File: config.mk
export PLATFORM = sky130hd
export DESIGN_NAME = sbqp_div
export DESIGN_NICKNAME = d
export VERILOG_FILES = /design/src/rtl/sbqp_pkg.sv /design/src/rtl/sbqp_div.sv
export SDC_FILE = /design/constraint.sdc
export NUM_CORES = 1
export LEC_CHECK = 0
export ABC_AREA = 1
export CAP_MARGIN = 40
export CORE_ASPECT_RATIO = 0.5
export CORE_MARGIN = 1.5
export CORE_UTILIZATION = 30
export DETAILED_ROUTE_END_ITERATION = 7
export DONT_BUFFER_PORTS = 1
export PLACE_DENSITY_LB_ADDON = 0.3
export SYNTH_ARGS = -nofsm -noshare
export SYNTH_HDL_FRONTEND = slang
export SYNTH_SLANG_ARGS = --single-unit
export TNS_END_PERCENT = 50
File: constraint.sdc
create_clock -name clk -period 2.06 [get_ports clk]
set_input_delay 0.309 -clock clk [delete_from_list [all_inputs] [get_ports clk]]
set_output_delay 0.309 -clock clk [all_outputs]
set_load 0.005 [all_outputs]
File: src/rtl/sbqp_pkg.sv
// Shared types, widths, codes and lookup tables for the superblock QP rate controller.
// No dependencies; the other design modules refer to it by scoped names, the sim files import it.
`default_nettype none

package sbqp_pkg;

    // Default depth of the per-superblock history store.
    localparam int MAX_SUPERBLOCKS_DEF = 4096;
    // Largest quantiser step size that the tables cover.
    localparam int MAX_STEP = 228;
    localparam int TOP_QP   = 51;

    // Field and register widths.
    localparam int FUNC_W     = 2;
    localparam int IDX_W      = 12;
    localparam int BITS_W     = 20;
    localparam int QP_W       = 6;
    localparam int FBITS_W    = 28;
    localparam int TB_W       = 24;
    localparam int NSB_W      = 13;
    localparam int CFG_IDX_W  = 3;
    localparam int CFG_DATA_W = 24;
    localparam int STEP_W     = 8;
    localparam int WIN_W      = 40;
    localparam int OV_W       = 48;
    localparam int BUF_W      = 32;
    localparam int CF_W       = 32;
    localparam int TGT_W      = 41;
    // A stored bit count can be a whole start estimate, so it keeps the target's width.
    localparam int EBITS_W    = TB_W;
    localparam int ENTRY_W    = EBITS_W + QP_W;

    // Shared serial divider.
    localparam int DIV_W     = 48;
    localparam int DIV_CNT_W = $clog2(DIV_W + 1);

    localparam logic [CF_W-1:0] CF_RESET = 32'd256;

    // Item function codes.
    localparam logic [FUNC_W-1:0] FUNC_SB        = 2'd0;
    localparam logic [FUNC_W-1:0] FUNC_FRAME_END = 2'd1;
    localparam logic [FUNC_W-1:0] FUNC_START     = 2'd2;

    // Configuration register indexes.
    localparam logic [CFG_IDX_W-1:0] CFG_TARGET_BITS     = 3'd0;
    localparam logic [CFG_IDX_W-1:0] CFG_NUM_SUPERBLOCKS = 3'd1;
    localparam logic [CFG_IDX_W-1:0] CFG_MIN_QP          = 3'd2;
    localparam logic [CFG_IDX_W-1:0] CFG_MAX_QP          = 3'd3;
    localparam logic [CFG_IDX_W-1:0] CFG_INTRA_FLOOR_QP  = 3'd4;

    // Sequencer states.
    typedef enum logic [3:0] {
        S_IDLE,
        S_SB_RD,
        S_SB_UPD,
        S_SB_DIV_GO,
        S_SB_DIV_WAIT,
        S_SB_OUT,
        S_FE_LVL,
        S_FE_CF_GO,
        S_FE_CF_WAIT,
        S_ST_BPS_GO,
        S_ST_BPS_WAIT,
        S_ST_STEP_GO,
        S_ST_STEP_WAIT,
        S_ST_INIT,
        S_ST_FILL
    } state_t;

    // Divider request and status.
    typedef struct packed {
        logic             start;
        logic [DIV_W-1:0] num;
        logic [DIV_W-1:0] den;
    } div_req_t;

    typedef struct packed {
        logic busy;
        logic done;
    } div_sts_t;

    // Step size for each QP: 2^((QP-4)/6).
    localparam logic [STEP_W-1:0] STEP_OF_QP [0:51] = '{
        8'd0, 8'd0, 8'd0, 8'd0, 8'd1, 8'd1, 8'd1, 8'd1, 8'd1, 8'd1, 8'd2, 8'd2, 8'd2,
        8'd2, 8'd3, 8'd3, 8'd4, 8'd4, 8'd5, 8'd5, 8'd6, 8'd7, 8'd8, 8'd9, 8'd10, 8'd11,
        8'd12, 8'd14, 8'd16, 8'd18, 8'd20, 8'd22, 8'd25, 8'd28, 8'd32, 8'd36, 8'd40,
        8'd45, 8'd51, 8'd57, 8'd64, 8'd72, 8'd80, 8'd90, 8'd102, 8'd114, 8'd128,
        8'd144, 8'd160, 8'd180, 8'd204, 8'd228
    };

    // QP for each step size: 6*log2(step)+4.
    localparam logic [QP_W-1:0] QP_OF_STEP [0:228] = '{
        6'd0, 6'd4, 6'd10, 6'd14, 6'd16, 6'd18, 6'd20, 6'd21, 6'd22, 6'd23, 6'd24, 6'd25,
        6'd26, 6'd26, 6'd27, 6'd27, 6'd28, 6'd29, 6'd29, 6'd29, 6'd30, 6'd30, 6'd31,
        6'd31, 6'd32, 6'd32, 6'd32, 6'd33, 6'd33, 6'd33, 6'd33, 6'd34, 6'd34, 6'd34,
        6'd35, 6'd35, 6'd35, 6'd35, 6'd35, 6'd36, 6'd36, 6'd36, 6'd36, 6'd37, 6'd37,
        6'd37, 6'd37, 6'd37, 6'd38, 6'd38, 6'd38, 6'd38, 6'd38, 6'd38, 6'd39, 6'd39,
        6'd39, 6'd39, 6'd39, 6'd39, 6'd39, 6'd40, 6'd40, 6'd40, 6'd40, 6'd40, 6'd40,
        6'd40, 6'd41, 6'd41, 6'd41, 6'd41, 6'd41, 6'd41, 6'd41, 6'd41, 6'd41, 6'd42,
        6'd42, 6'd42, 6'd42, 6'd42, 6'd42, 6'd42, 6'd42, 6'd42, 6'd43, 6'd43, 6'd43,
        6'd43, 6'd43, 6'd43, 6'd43, 6'd43, 6'd43, 6'd43, 6'd44, 6'd44, 6'd44, 6'd44,
        6'd44, 6'd44, 6'd44, 6'd44, 6'd44, 6'd44, 6'd44, 6'd44, 6'd45, 6'd45, 6'd45,
        6'd45, 6'd45, 6'd45, 6'd45, 6'd45, 6'd45, 6'd45, 6'd45, 6'd45, 6'd45, 6'd46,
        6'd46, 6'd46, 6'd46, 6'd46, 6'd46, 6'd46, 6'd46, 6'd46, 6'd46, 6'd46, 6'd46,
        6'd46, 6'd46, 6'd46, 6'd47, 6'd47, 6'd47, 6'd47, 6'd47, 6'd47, 6'd47, 6'd47,
        6'd47, 6'd47, 6'd47, 6'd47, 6'd47, 6'd47, 6'd47, 6'd47, 6'd47, 6'd48, 6'd48,
        6'd48, 6'd48, 6'd48, 6'd48, 6'd48, 6'd48, 6'd48, 6'd48, 6'd48, 6'd48, 6'd48,
        6'd48, 6'd48, 6'd48, 6'd48, 6'd48, 6'd49, 6'd49, 6'd49, 6'd49, 6'd49, 6'd49,
        6'd49, 6'd49, 6'd49, 6'd49, 6'd49, 6'd49, 6'd49, 6'd49, 6'd49, 6'd49, 6'd49,
        6'd49, 6'd49, 6'd49, 6'd49, 6'd50, 6'd50, 6'd50, 6'd50, 6'd50, 6'd50, 6'd50,
        6'd50, 6'd50, 6'd50, 6'd50, 6'd50, 6'd50, 6'd50, 6'd50, 6'd50, 6'd50, 6'd50,
        6'd50, 6'd50, 6'd50, 6'd50, 6'd50, 6'd50, 6'd51, 6'd51, 6'd51, 6'd51, 6'd51,
        6'd51, 6'd51, 6'd51, 6'd51, 6'd51, 6'd51, 6'd51, 6'd51
    };

    // Limit a quotient to the largest step in the table.
    function automatic logic [STEP_W-1:0] step_cap(input logic [DIV_W-1:0] q);
        logic [STEP_W-1:0] s;
        if (q > DIV_W'(MAX_STEP))
        begin
            s = STEP_W'(MAX_STEP);
        end
        else
        begin
            s = q[STEP_W-1:0];
        end
        return s;
    endfunction

    // Saturate a QP value to the top of the table.
    function automatic logic [QP_W-1:0] qp_cap(input logic [QP_W-1:0] q);
        return (q > QP_W'(TOP_QP)) ? QP_W'(TOP_QP) : q;
    endfunction

endpackage

`default_nettype wire

File: src/rtl/sbqp_div.sv
// Shared restoring divider, one quotient bit per cycle.
// Uses the request and status structs of sbqp_pkg.
`default_nettype none

module sbqp_div (
    input  wire logic               clk,
    input  wire logic               rst_n,
    input  wire sbqp_pkg::div_req_t req,
    output sbqp_pkg::div_sts_t      sts,
    output logic [sbqp_pkg::DIV_W-1:0] quo
);

    localparam int W = sbqp_pkg::DIV_W;

    logic                              busy_reg, busy_next;
    logic                              done_reg, done_next;
    logic [sbqp_pkg::DIV_CNT_W-1:0]    cnt_reg, cnt_next;
    logic [W-1:0]                      rem_reg, rem_next;
    logic [W-1:0]                      quo_reg, quo_next;
    logic [W-1:0]                      den_reg, den_next;
    logic [W:0]                        shifted;
    logic                              ge;

    // One step of the shift-and-subtract recurrence.
    assign shifted = {rem_reg, quo_reg[W-1]};
    assign ge      = (shifted >= {1'b0, den_reg});

    always_comb
    begin
        busy_next = busy_reg;
        done_next = 1'b0;
        cnt_next  = cnt_reg;
        rem_next  = rem_reg;
        quo_next  = quo_reg;
        den_next  = den_reg;
        if (req.start)
        begin
            busy_next = 1'b1;
            cnt_next  = sbqp_pkg::DIV_CNT_W'(W);
            rem_next  = '0;
            quo_next  = req.num;
            den_next  = req.den;
        end
        else if (busy_reg)
        begin
            rem_next = ge ? W'(shifted - {1'b0, den_reg}) : shifted[W-1:0];
            quo_next = {quo_reg[W-2:0], ge};
            cnt_next = cnt_reg - 1'b1;
            if (cnt_reg == sbqp_pkg::DIV_CNT_W'(1))
            begin
                busy_next = 1'b0;
                done_next = 1'b1;
            end
        end
    end

    // Control state.
    always_ff @(posedge clk or negedge rst_n)
    begin
        if (!rst_n)
        begin
            busy_reg <= 1'b0;
            done_reg <= 1'b0;
            cnt_reg  <= '0;
        end
        else
        begin
            busy_reg <= busy_next;
            done_reg <= done_next;
            cnt_reg  <= cnt_next;
        end
    end

    // Operand and partial result registers.
    always_ff @(posedge clk)
    begin
        rem_reg <= rem_next;
        quo_reg <= quo_next;
        den_reg <= den_next;
    end

    assign sts.busy = busy_reg;
    assign sts.done = done_reg;
    assign quo      = quo_reg;

endmodule

`default_nettype wire

==> results_tabular.tex, run 1 <==
\begin{tabular}{lr}
\hline
Metric & Value \\
\hline
\multicolumn{2}{l}{\textbf{Pwr}} \\
Logic gate share of total power & 0.149 \\
Fraction of power consumed by sequential logic & 0.459 \\
PD cells & slightly above 500 nW/um\^{}2 \\
Reported net switching power & between 2 and 2.5 mW \\
Peak supply drop & approximately 490 uV \\
Share of total power in the clock network & 0.392 \\
Internal power contribution & about 5.6 mW \\
Leakage & about 8 nW \\
Switching fraction of total power & 0.2842 \\
\multicolumn{2}{l}{\textbf{Die}} \\
Site Rows & between 40 and 50 \\
Die X-Extent & between 200 and 300 um \\
Initial cell density of the core & 0.3075 \\
Die Ht & 136.6 um \\
IO Pins & 149 \\
Core Box Area & about 35000 sq um \\
Die area & approximately 37000 sq um \\
\multicolumn{2}{l}{\textbf{Setup path}} \\
Peak fanout along the critical path & 6 \\
Max incr delay on CP & around 0.36 ns \\
Worst endpoint data arrival time & roughly 2.7 ns \\
Top cell by count, worst path & nand2\_4 \\
Worst-path cell chain & inv\_2, ha\_4, nand2\_4, buf\_12, nor2\_4, nand2\_4, inv\_1, nand2\_2, nand2\_4, a21oi\_4, buf\_6, nand3\_4, buf\_6, clkbuf\_16, nand2\_2, nand3\_1, nand2\_1 \\
Critical Path Start Type & flip-flop \\
Highest-delay cell along the critical path & edfxtp\_1 \\
Nature of the critical path endpoint & flip-flop \\
Kind of critical path & reg -> reg \\
Data required, critical path & around 2.4 ns \\
\multicolumn{2}{l}{\textbf{Clock tree}} \\
Clock slew at reported path FFs & around 0.070 ns \\
CTS tree & built \\
Number of buffers on the longest clock path & 2 \\
Clock Sink Count & between 150 and 200 \\
Total number of H-tree levels & 4 \\
Cts bufs inserted & 17 \\
Source-to-sink clock delay at the later pin of the worst-skew pair & between 0.4 and 0.5 ns \\
Master cell of the clock root buffer & clkbuf\_16 \\
\multicolumn{2}{l}{\textbf{Run status}} \\
Violations in the final reports & setup timing \\
Outcome & complete, but fails checks \\
\multicolumn{2}{l}{\textbf{Synthesis}} \\
Mapped Nets & about 1800 \\
Netlist area before placement & approximately 11000 sq um \\
Number of cells produced by synthesis & 1638 \\
Yosys warning count & 0 \\
Post-synthesis register bit count & 152 \\
Unique masters post-synth & 36 \\
Seq/Total Area, Yosys & 0.3775 \\
Post-Synthesis Mean Instance Area & around 6.5 sq um \\
\multicolumn{2}{l}{\textbf{Global routing}} \\
Total grt overflow & 0 \\
Number of global-route vias before repair & roughly 10000 \\
Antenna violations before repair & 1 \\
Combined global-route utilization of all metal layers & 0.1909 \\
First-pass GRT wire length & about 55000 um \\
Maximum number of pins on one net before global-route repair & 53 \\
\multicolumn{2}{l}{\textbf{Layout}} \\
Post-layout util & 0.4345 \\
Post-Layout Inst Area & roughly 15000 sq um \\
Filler cells & about 3600 \\
Final net count & $\sim$2000 \\
FF/Latch Area & slightly above 4000 sq um \\
Area taken by multi-input logic gates & approximately 6200 sq um \\
Fraction of final layout cells with drive strength greater than 1 & 0.2530 \\
Most used cells in the layout excluding fill and tap cells & 643 x nand2\_1, 304 x inv\_1, 215 x buf\_4, 96 x edfxtp\_1, 72 x nand3\_1 \\
Most common cell after layout, fill and taps aside & nand2\_1 \\
Area growth syn-to-layout & 41.29\% \\
\multicolumn{2}{l}{\textbf{Placement}} \\
Number of buffer cells added on primary ports & 0 \\
Final GP Congestion & 0.9511 \\
Worst slack at placement & -0.3024 ns \\
Placed standard-cell area & between 10000 and 15000 sq um \\
HPWL Detailed & approximately 25000 um \\
\multicolumn{2}{l}{\textbf{STA}} \\
Shortest clock period the worst path allows after layout & approximately 2.3 ns \\
RSZ-0062 raised after global routing & yes \\
Slew at the pin with the worst max-slew slack & 0.6811 ns \\
Fin worst setup slack & -0.2381 ns \\
Relative slew margins & 0.5459 \\
Layout Skew & $\sim$0.018 ns \\
Timing-limited maximum frequency & roughly 0.44 GHz \\
Period utilization & 1.116 \\
Final hold violation count & 0 \\
Slew Viols, Final & 0 \\
Total of endpoints with negative setup slack in the final report & 49 \\
\multicolumn{2}{l}{\textbf{Route}} \\
Number of design rule violations left after detail routing & 0 \\
Vias per cell & around 4.5 \\
Per-cell routed wire length & about 15 um \\
Drt first-iter violations & 753 \\
Residual antenna-violating net count after detailed routing & 0 \\
First-pass detailed-route iteration total & 5 \\
Sum of routed wire length over all layers & between 30000 and 40000 um \\
Total via count after detailed routing & 10760 \\
\multicolumn{2}{l}{\textbf{Job}} \\
Max-cap violation count & 0 \\
\multicolumn{2}{l}{\textbf{Hold path}} \\
Type of the most critical hold path & in -> reg \\
\hline
\end{tabular}
## layout make-up
| cell class | instances | area share |
|---|---|---|
| Inverter | 339 | 0.08433 |
| Timing Repair Buffer | 286 | 0.1660 |
| Clock buffer | 18 | 0.02836 |
| Clock inverter | 14 | 0.007689 |
| Tap cell | 475 | 0.03927 |
| Antenna cell | 1 | 0.0001653 |
| Multi-Input combinational cell | 1104 | 0.4070 |
| Sequential cell | 152 | 0.2672 |
## synth_stat cells (all sizes together)
master,count,area (sq um)
edfxtp,96,2883
o21bai,3,22.52
a211oi,1,7.510
clkinv,2,7.510
nor3,5,30.03
xor2,3,26.28
a21oi,33,168.9
dfrtp,8,200.2
nor2,91,364.1
nand4,58,362.9
inv,337,1265
o21ai,5,25.02
nand3,95,490.5
dfxtp,48,960.9
xnor2,21,183.9
nand2,722,2725
fa,1,20.02
nor4,6,43.79
and2,2,12.51
clkbuf,26,97.59
or2,1,6.260
or3b,1,8.760
ha,50,625.6
o22ai,1,6.260
buf,17,130.1
nand3b,5,37.54
## per-layer routing
layer  wire, um  vias up  GRT usage
met5          0        -          0
met4        533        0    0.05245
met3       2073       39    0.04561
met2      15670      298     0.3012
met1      17280     4885     0.2611
li1           -     5539          -
## kinds of logic (layout without fill, tap and decap cells)
| kind of cell | Yosys count | after routing | synth area share |
|---|---|---|---|
| AND/OR/NAND/NOR | 986 | 986 | 0.3810 |
| buffers and inverters | 382 | 657 | 0.1401 |
| flip-flops | 152 | 152 | 0.3775 |
| adder cells (fa/ha/maj) | 51 | 51 | 0.06027 |
| AO/OA/AOI/OAI | 43 | 43 | 0.02149 |
| XOR/XNOR | 24 | 24 | 0.01962 |
| other | 0 | 1 | 0 |
## worst max-delay path, delay by kind of cell (launching register included)
family	cells	cell delay, ns
and+or+nand+nor	9	0.76
buffers and inverters	6	0.70
DFF	1	0.36
adders and majority gates	1	0.30
AOI/OAI and AO/OA	1	0.07
## stage by stage
step	hold slack, ns	std cells	TNS (ns)	power [mW]
3_5_place_dp	0.01516	2286	-11.59	4.495
4_1_cts	0.002717	2385	-6.196	7.803
5_1_grt	0.01370	2388	-13.99	8.097
6_report	0.03093	2389	-8.698	7.764
3_3_place_gp	0.01521	2286	-10.69	4.489
2_1_floorplan	0.01341	1638	0	4.110
## power groups by stage
stage,sequential (mW),clock (mW),combinational [mW]
2_1_floorplan,3.58,0,0.530
3_3_place_gp,3.62,0,0.871
3_5_place_dp,3.62,0,0.874
4_1_cts,3.56,3.14,1.10
5_1_grt,3.58,3.24,1.28
6_report,3.56,3.04,1.16
## repair_timing
| action | 4_1_cts | 5_1_grt |
|---|---|---|
| pin swaps | 33 | 37 |
| cloned | 4 | 2 |
| hold buffers | 50 | 0 |
| setup buffers | 13 | 2 |
| resized for setup | 135 | 85 |
| setup endpoints to repair | 49 | 49 |
| endpoints found under the hold margin | 107 | 0 |
## worst paths after layout
path | depth (start not counted) | startpoint | slack, ns | end
setup / recovery | 17 | den_reg[28] | -0.24 | rem_reg[43]
hold / removal | 2 | req[69] | 0.03 | quo[21]
setup reg to reg | 17 | den_reg[28] | -0.24 | rem_reg[43]
hold reg to reg | 1 | cnt_reg[2] | 0.50 | cnt_reg[2]
max in group asynchronous | 1 | rst_n | 1.54 | cnt_reg[0]
min in group asynchronous | 1 | rst_n | 0.23 | cnt_reg[4]
Note: power is estimated with default switching activity, not from simulation.
==> run 2: changes to the inputs <==
CTS_BUF_LIST = sky130_fd_sc_hd__clkbuf_2   (was not set)
clock period = 1.96 ns   (was 2.06 ns; I/O delays follow)
==> results_tabular.tex, run 2 (synthesis gave the netlist of run 1 again) <==
\begin{tabular}{lr}
\hline
Metric & Value \\
\hline
\multicolumn{2}{l}{\textbf{Pwr}} \\
PD cells & 434.8 nW/um\^{}2 (was 513.0 nW/um\^{}2) \\
Peak supply drop & 341.0 uV (was 487.7 uV) \\
Leakage & 8.401 nW (was 7.831 nW) \\
\multicolumn{2}{l}{\textbf{Setup path}} \\
Highest-delay cell along the critical path & edfxtp\_1 (unchanged) \\
Kind of cell with the highest combined delay on the critical path & buffers and inverters (was simple AND/OR/NAND/NOR gates) \\
Register-to-register path setup slack & -0.32 ns (was -0.24 ns) \\
Kind of critical path & reg -> reg (unchanged) \\
Data required, critical path & 2.60 ns (was 2.41 ns) \\
Count of cell instances traversed by the critical path & 14 (was 17) \\
Max incr delay on CP & 0.45 ns (was 0.36 ns) \\
Critical Path Start Type & flip-flop (unchanged) \\
Worst setup path start & den\_reg[37] (was den\_reg[28]) \\
Buf/Inv on CP & 5 (was 6) \\
Startpoint of the worst register-to-register path & den\_reg[37] (was den\_reg[28]) \\
Worst-path cell chain & inv\_2, ha\_4, buf\_4, nand2\_4, nor2\_2, inv\_2, nor2\_4, nand2\_2, inv\_1, a21oi\_4, nand3\_4, buf\_16, nand2\_4, nand2\_1 (was inv\_2, ha\_4, nand2\_4, buf\_12, nor2\_4, nand2\_4, inv\_1, nand2\_2, nand2\_4, a21oi\_4, buf\_6, nand3\_4, buf\_6, clkbuf\_16, nand2\_2, nand3\_1, nand2\_1) \\
Capture point of the worst path & quo[0] (was rem\_reg[43]) \\
Destination of the worst register-to-register timing path & quo[0] (was rem\_reg[43]) \\
Peak fanout along the critical path & 13 (was 6) \\
Nature of the critical path endpoint & flip-flop (unchanged) \\
Worst endpoint data arrival time & 2.92 ns (was 2.65 ns) \\
R2R depth & 14 (was 17) \\
\multicolumn{2}{l}{\textbf{Die}} \\
Initial cell density of the core & 0.3075 (unchanged) \\
Core Box Area & 34830 sq um (unchanged) \\
IO Pins & 149 (unchanged) \\
Die area & 36920 sq um (unchanged) \\
Die Ht & 136.6 um (unchanged) \\
Site Rows & 48 (unchanged) \\
Die X-Extent & 270.2 um (unchanged) \\
\multicolumn{2}{l}{\textbf{Clock tree}} \\
Clock slew at reported path FFs & 0.33 ns (was 0.07 ns) \\
Clock Sink Count & 152 (unchanged) \\
Number of buffers on the longest clock path & 2 (unchanged) \\
CTS tree & built (unchanged) \\
Cts bufs inserted & 17 (unchanged) \\
Total number of H-tree levels & 4 (unchanged) \\
Master cell of the clock root buffer & clkbuf\_2 (was clkbuf\_16) \\
Source-to-sink clock delay at the later pin of the worst-skew pair & 0.89 ns (was 0.46 ns) \\
\multicolumn{2}{l}{\textbf{STA}} \\
Slew Viols, Final & 0 (unchanged) \\
Period utilization & 1.163 (was 1.116) \\
Shortest clock period the worst path allows after layout & 2.279 ns (was 2.298 ns) \\
Layout Skew & 0.07258 ns (was 0.01840 ns) \\
RSZ-0062 raised after global routing & yes (unchanged) \\
Final hold violation count & 0 (unchanged) \\
Fin worst setup slack & -0.3188 ns (was -0.2381 ns) \\
Relative slew margins & 0.5509 (was 0.5459) \\
Total of endpoints with negative setup slack in the final report & 49 (unchanged) \\
Slew at the pin with the worst max-slew slack & 0.6737 ns (was 0.6811 ns) \\
Timing-limited maximum frequency & 0.4388 GHz (was 0.4351 GHz) \\
Accumulated negative setup slack & -12.34 ns (was -8.698 ns) \\
\multicolumn{2}{l}{\textbf{Placement}} \\
Post-Place Cells & 2301 (was 2286) \\
HPWL Detailed & 25150 um (was 25190 um) \\
Worst slack at placement & -0.3125 ns (was -0.3024 ns) \\
Final GP Congestion & 0.9475 (was 0.9511) \\
Number of buffer cells added on primary ports & 0 (unchanged) \\
\multicolumn{2}{l}{\textbf{Global routing}} \\
First-pass GRT wire length & 57440 um (was 54520 um) \\
Maximum number of pins on one net before global-route repair & 65 (was 53) \\
Number of global-route vias before repair & 11000 (was 10180) \\
Total grt overflow & 0 (unchanged) \\
Antenna violations before repair & 2 (was 1) \\
Combined global-route utilization of all metal layers & 0.1992 (was 0.1909) \\
\multicolumn{2}{l}{\textbf{Route}} \\
Vias per cell & 4.455 (was 4.504) \\
First-pass detailed-route iteration total & 5 (unchanged) \\
Total via count after detailed routing & 11440 (was 10760) \\
Number of design rule violations left after detail routing & 0 (unchanged) \\
Per-cell routed wire length & 14.34 um (was 14.88 um) \\
Residual antenna-violating net count after detailed routing & 0 (unchanged) \\
Sum of routed wire length over all layers & 36810 um (was 35550 um) \\
Drt first-iter violations & 794 (was 753) \\
\multicolumn{2}{l}{\textbf{Hold path}} \\
Type of the most critical hold path & in -> reg (unchanged) \\
\multicolumn{2}{l}{\textbf{Job}} \\
Max-cap violation count & 0 (unchanged) \\
\multicolumn{2}{l}{\textbf{Layout}} \\
Most used cells in the layout excluding fill and tap cells & 648 x nand2\_1, 299 x inv\_1, 229 x buf\_4, 213 x dlygate4sd3\_1, 96 x edfxtp\_1 (was 643 x nand2\_1, 304 x inv\_1, 215 x buf\_4, 96 x edfxtp\_1, 72 x nand3\_1) \\
Final net count & 2227 (was 2050) \\
Fraction of final layout cells with drive strength greater than 1 & 0.2421 (was 0.2530) \\
Non-filler instance count after layout & 2567 (was 2389) \\
Most common cell after layout, fill and taps aside & nand2\_1 (unchanged) \\
Area growth syn-to-layout & 55.18\% (was 41.29\%) \\
\multicolumn{2}{l}{\textbf{Run status}} \\
Violations in the final reports & setup timing (unchanged) \\
Outcome & complete, but fails checks (unchanged) \\
\hline
\end{tabular}
run 2: area by class of cell:
type / count / area, sq um
fillers: 3424 / 18210
multi-input cells: 1104 / 6210
repair buffers: 463 / 4249
flip-flops and latches: 152 / 4045
inverters: 339 / 1276
well taps: 475 / 594.3
clock inverters: 15 / 157.7
clock buffers: 17 / 85.08
diodes: 2 / 5.005
run 2: through the flow:
stage | util | instance area, sq um | total power, mW | hold WS (ns)
after floorplan | - | 11050 | 4.376 | -0.001591
after global placement | 0.3794 | 13220 | 4.800 | -0.0006618
after detailed placement | 0.3794 | 13220 | 4.801 | -0.0006842
after CTS | 0.4579 | 15950 | 7.202 | 0.04502
after global routing | 0.4772 | 16620 | 7.613 | 0.06954
final | 0.4772 | 16620 | 7.227 | 0.1813
run 2: worst min-delay path by stage:
stage,start,end,slack [ns],cells past startpoint
floorplan,rst_n,busy_reg,-0.002,0
global placement,rst_n,cnt_reg[5],-0.0007,0
detailed placement,rst_n,cnt_reg[5],-0.0007,0
CTS,req[96],quo[18],0.05,3
global route,req[96],quo[26],0.07,3
finish,req[96],quo[25],0.18,3
run 2: where the power goes:
group / total [mW] / internal (mW) / switching (mW) / leakage, nW
logic: 1.52 / 0.817 / 0.705 / 6.77
clock network: 1.96 / 0.528 / 1.43 / 0.153
registers: 3.75 / 3.62 / 0.129 / 1.48
total: 7.23 / 4.96 / 2.26 / 8.40
run 2: per-layer routing:
metal,vias up,GRT usage,wire length [um]
li1,5903,-,-
met1,5223,0.2711,17540
met2,275,0.3231,16420
met3,34,0.04386,2260
met4,0,0.04624,586
met5,-,0,0
run 2: worst min-delay path: stages:
cell	delay (ns)
nand2_1	0.04
dlygate4sd3_1	0.54
nand2_1	0.06
run 2: what timing repair did:
item | CTS | global route
pin swaps | 11 | 21
endpoints found under the hold margin | 208 | 0
gates cloned | 3 | 2
buffers inserted | 3 | 10
hold buffers | 214 | 0
endpoints found under the setup margin | 49 | 50
resized for setup | 63 | 138
==> run 3: changes to the inputs <==
GPL_ROUTABILITY_DRIVEN = 0   (was not set)
TNS_END_PERCENT = 100   (was 50)
==> results_tabular.tex, run 3 (synthesis gave the netlist of run 1 again) <==
\begin{tabular}{lr}
\hline
Metric & Value \\
\hline
\multicolumn{2}{l}{\textbf{STA}} \\
Total of endpoints with negative setup slack in the final report & 49 (unchanged) \\
Shortest clock period the worst path allows after layout & 2.251 ns (was 2.279 ns) \\
Period utilization & 1.148 (was 1.163) \\
Slew at the pin with the worst max-slew slack & 0.6033 ns (was 0.6737 ns) \\
Accumulated negative setup slack & -11.30 ns (was -12.34 ns) \\
Slew Viols, Final & 0 (unchanged) \\
Layout Skew & 0.05347 ns (was 0.07258 ns) \\
Final hold violation count & 0 (unchanged) \\
Relative slew margins & 0.5978 (was 0.5509) \\
Fin worst setup slack & -0.2908 ns (was -0.3188 ns) \\
RSZ-0062 raised after global routing & yes (unchanged) \\
Timing-limited maximum frequency & 0.4443 GHz (was 0.4388 GHz) \\
\multicolumn{2}{l}{\textbf{Die}} \\
Core Box Area & 34830 sq um (unchanged) \\
IO Pins & 149 (unchanged) \\
Die X-Extent & 270.2 um (unchanged) \\
Initial cell density of the core & 0.3075 (unchanged) \\
Die Ht & 136.6 um (unchanged) \\
Site Rows & 48 (unchanged) \\
Die area & 36920 sq um (unchanged) \\
\multicolumn{2}{l}{\textbf{Placement}} \\
Number of buffer cells added on primary ports & 0 (unchanged) \\
HPWL Detailed & 24850 um (was 25150 um) \\
Post-Place Cells & 2293 (was 2301) \\
\multicolumn{2}{l}{\textbf{Setup path}} \\
Data required, critical path & 2.80 ns (was 2.60 ns) \\
Nature of the critical path endpoint & flip-flop (unchanged) \\
Worst endpoint data arrival time & 3.09 ns (was 2.92 ns) \\
Kind of critical path & reg -> reg (unchanged) \\
Critical Path Start Type & flip-flop (unchanged) \\
Register-to-register path setup slack & -0.29 ns (was -0.32 ns) \\
Peak fanout along the critical path & 6 (was 13) \\
R2R depth & 17 (was 14) \\
Startpoint of the worst register-to-register path & den\_reg[36] (was den\_reg[37]) \\
Destination of the worst register-to-register timing path & rem\_reg[38] (was quo[0]) \\
\multicolumn{2}{l}{\textbf{Route}} \\
Number of design rule violations left after detail routing & 0 (unchanged) \\
Total via count after detailed routing & 11680 (was 11440) \\
Drt first-iter violations & 777 (was 794) \\
First-pass detailed-route iteration total & 8 (was 5) \\
Residual antenna-violating net count after detailed routing & 0 (unchanged) \\
Sum of routed wire length over all layers & 38700 um (was 36810 um) \\
Vias per cell & 4.503 (was 4.455) \\
Per-cell routed wire length & 14.92 um (was 14.34 um) \\
\multicolumn{2}{l}{\textbf{Clock tree}} \\
Source-to-sink clock delay at the later pin of the worst-skew pair & 0.87 ns (was 0.89 ns) \\
Clock slew at reported path FFs & 0.29 ns (was 0.33 ns) \\
Total number of H-tree levels & 4 (unchanged) \\
Master cell of the clock root buffer & clkbuf\_2 (unchanged) \\
Clock Sink Count & 152 (unchanged) \\
Number of buffers on the longest clock path & 2 (unchanged) \\
Cts bufs inserted & 17 (unchanged) \\
CTS tree & built (unchanged) \\
\multicolumn{2}{l}{\textbf{Global routing}} \\
Number of global-route vias before repair & 11220 (was 11000) \\
Combined global-route utilization of all metal layers & 0.2011 (was 0.1992) \\
Antenna violations before repair & 1 (was 2) \\
First-pass GRT wire length & 58150 um (was 57440 um) \\
Maximum number of pins on one net before global-route repair & 54 (was 65) \\
Total grt overflow & 0 (unchanged) \\
\multicolumn{2}{l}{\textbf{Pwr}} \\
Switching fraction of total power & 0.2982 (was 0.3133) \\
Logic gate share of total power & 0.217 (was 0.211) \\
Fraction of power consumed by sequential logic & 0.502 (was 0.519) \\
Leakage & 8.468 nW (was 8.401 nW) \\
PD cells & 441.9 nW/um\^{}2 (was 434.8 nW/um\^{}2) \\
Peak supply drop & 324.1 uV (was 341.0 uV) \\
Reported net switching power & 2.230 mW (was 2.264 mW) \\
Share of total power in the clock network & 0.281 (was 0.271) \\
Internal power contribution & 5.248 mW (was 4.963 mW) \\
\multicolumn{2}{l}{\textbf{Layout}} \\
FF/Latch Area & 4044 sq um (was 4045 sq um) \\
Most used cells in the layout excluding fill and tap cells & 654 x nand2\_1, 293 x inv\_1, 244 x dlygate4sd3\_1, 224 x buf\_4, 96 x edfxtp\_1 (was 648 x nand2\_1, 299 x inv\_1, 229 x buf\_4, 213 x dlygate4sd3\_1, 96 x edfxtp\_1) \\
Most common cell after layout, fill and taps aside & nand2\_1 (unchanged) \\
Area growth syn-to-layout & 57.97\% (was 55.18\%) \\
Filler cells & 3451 (was 3424) \\
Area taken by multi-input logic gates & 6157 sq um (was 6210 sq um) \\
Non-filler instance count after layout & 2594 (was 2567) \\
Final net count & 2255 (was 2227) \\
Fraction of final layout cells with drive strength greater than 1 & 0.2365 (was 0.2421) \\
\multicolumn{2}{l}{\textbf{Hold path}} \\
Type of the most critical hold path & in -> reg (unchanged) \\
Worst Hold Launch & req[96] (unchanged) \\
Hold path cells & 3 (unchanged) \\
Endpoint, Worst Hold & cnt\_reg[4] (was quo[25]) \\
\multicolumn{2}{l}{\textbf{Run status}} \\
Violations in the final reports & setup timing (unchanged) \\
Outcome & complete, but fails checks (unchanged) \\
\multicolumn{2}{l}{\textbf{Job}} \\
Max-cap violation count & 0 (unchanged) \\
\hline
\end{tabular}
run 3: cell types whose count changed in the layout (fill, tap and decap cells not counted), sizes merged:
cell	delta
buf	-7
bufinv	+2
clkbuf	+6
clkinvlp	+1
diode	-1
dlygate4sd3	+31
inv	-5
run 3: stage by stage:
step / util / power, mW / cell area (sq um) / hold WS, ns / setup slack, ns
3_5_place_dp: 0.3800 / 4.809 / 13240 / -0.0005322 / -0.3092
4_1_cts: 0.4661 / 7.425 / 16240 / 0.006615 / -0.2594
2_1_floorplan: - / 4.399 / 11120 / -0.001591 / -0.0009538
3_3_place_gp: 0.3800 / 4.805 / 13240 / -0.0005105 / -0.2837
6_report: 0.4858 / 7.478 / 16920 / 0.1067 / -0.2908
5_1_grt: 0.4858 / 7.847 / 16920 / 0.01791 / -0.3977
run 3: worst max-delay path by stage:
| stage | end | from | cells after the start | slack, ns |
|---|---|---|---|---|
| floorplan | quo[0] | den_reg[39] | 16 | -0.001 |
| global placement | rem_reg[32] | den_reg[24] | 11 | -0.28 |
| detailed placement | rem_reg[5] | den_reg[26] | 16 | -0.31 |
| CTS | rem_reg[1] | den_reg[26] | 17 | -0.26 |
| global route | rem_reg[38] | den_reg[45] | 15 | -0.40 |
| finish | rem_reg[38] | den_reg[36] | 17 | -0.29 |
run 3: layer usage:
layer,vias to the layer above,wire (um),global-route usage
li1,5937,-,-
met1,5369,17960,0.2673
met2,323,17600,0.3346
met3,51,2520,0.04298
met4,0,611,0.04873
met5,-,0,0
run 3: layout make-up:
cell class                      instances  share of cell area
Inverter                              339             0.07542
Clock inverter                         13            0.009908
Tap cell                              475             0.03512
Clock buffer                           19            0.005620
Timing Repair Buffer                  491              0.2709
Multi-Input combinational cell       1104              0.3639
Antenna cell                            1           0.0001479
Sequential cell                       152              0.2390
run 3: power groups by stage:
stage               sequential (mW)  clock, mW  combinational, mW
finish                         3.75       2.10               1.62
CTS                            3.75       2.19               1.49
global placement               3.81          0              0.993
floorplan                      3.77          0              0.631
global route                   3.78       2.30               1.77
detailed placement             3.81          0              0.999
run 3: what timing repair did:
item                       in CTS  in global routing
hold buffers                  244                  1
pin swaps                      17                 21
hold endpoints to repair      223                  1
setup endpoints to repair      49                 49
setup buffers                   6                  8
gates resized for setup        50                122
gates cloned                    2                  9
run 3: worst max-delay path, cell delays in order, from the launching register on:
cell,delay [ns]
edfxtp_1,0.45
inv_2,0.08
ha_4,0.20
nand2_1,0.06
nand2_1,0.06
inv_1,0.07
nand2_2,0.08
nand2_2,0.07
nand2_2,0.06
nand2_2,0.07
nand3_2,0.08
a21oi_4,0.20
nand3_4,0.17
buf_12,0.18
clkbuf_16,0.15
nand2_1,0.08
nand3_1,0.08
nand2_1,0.07
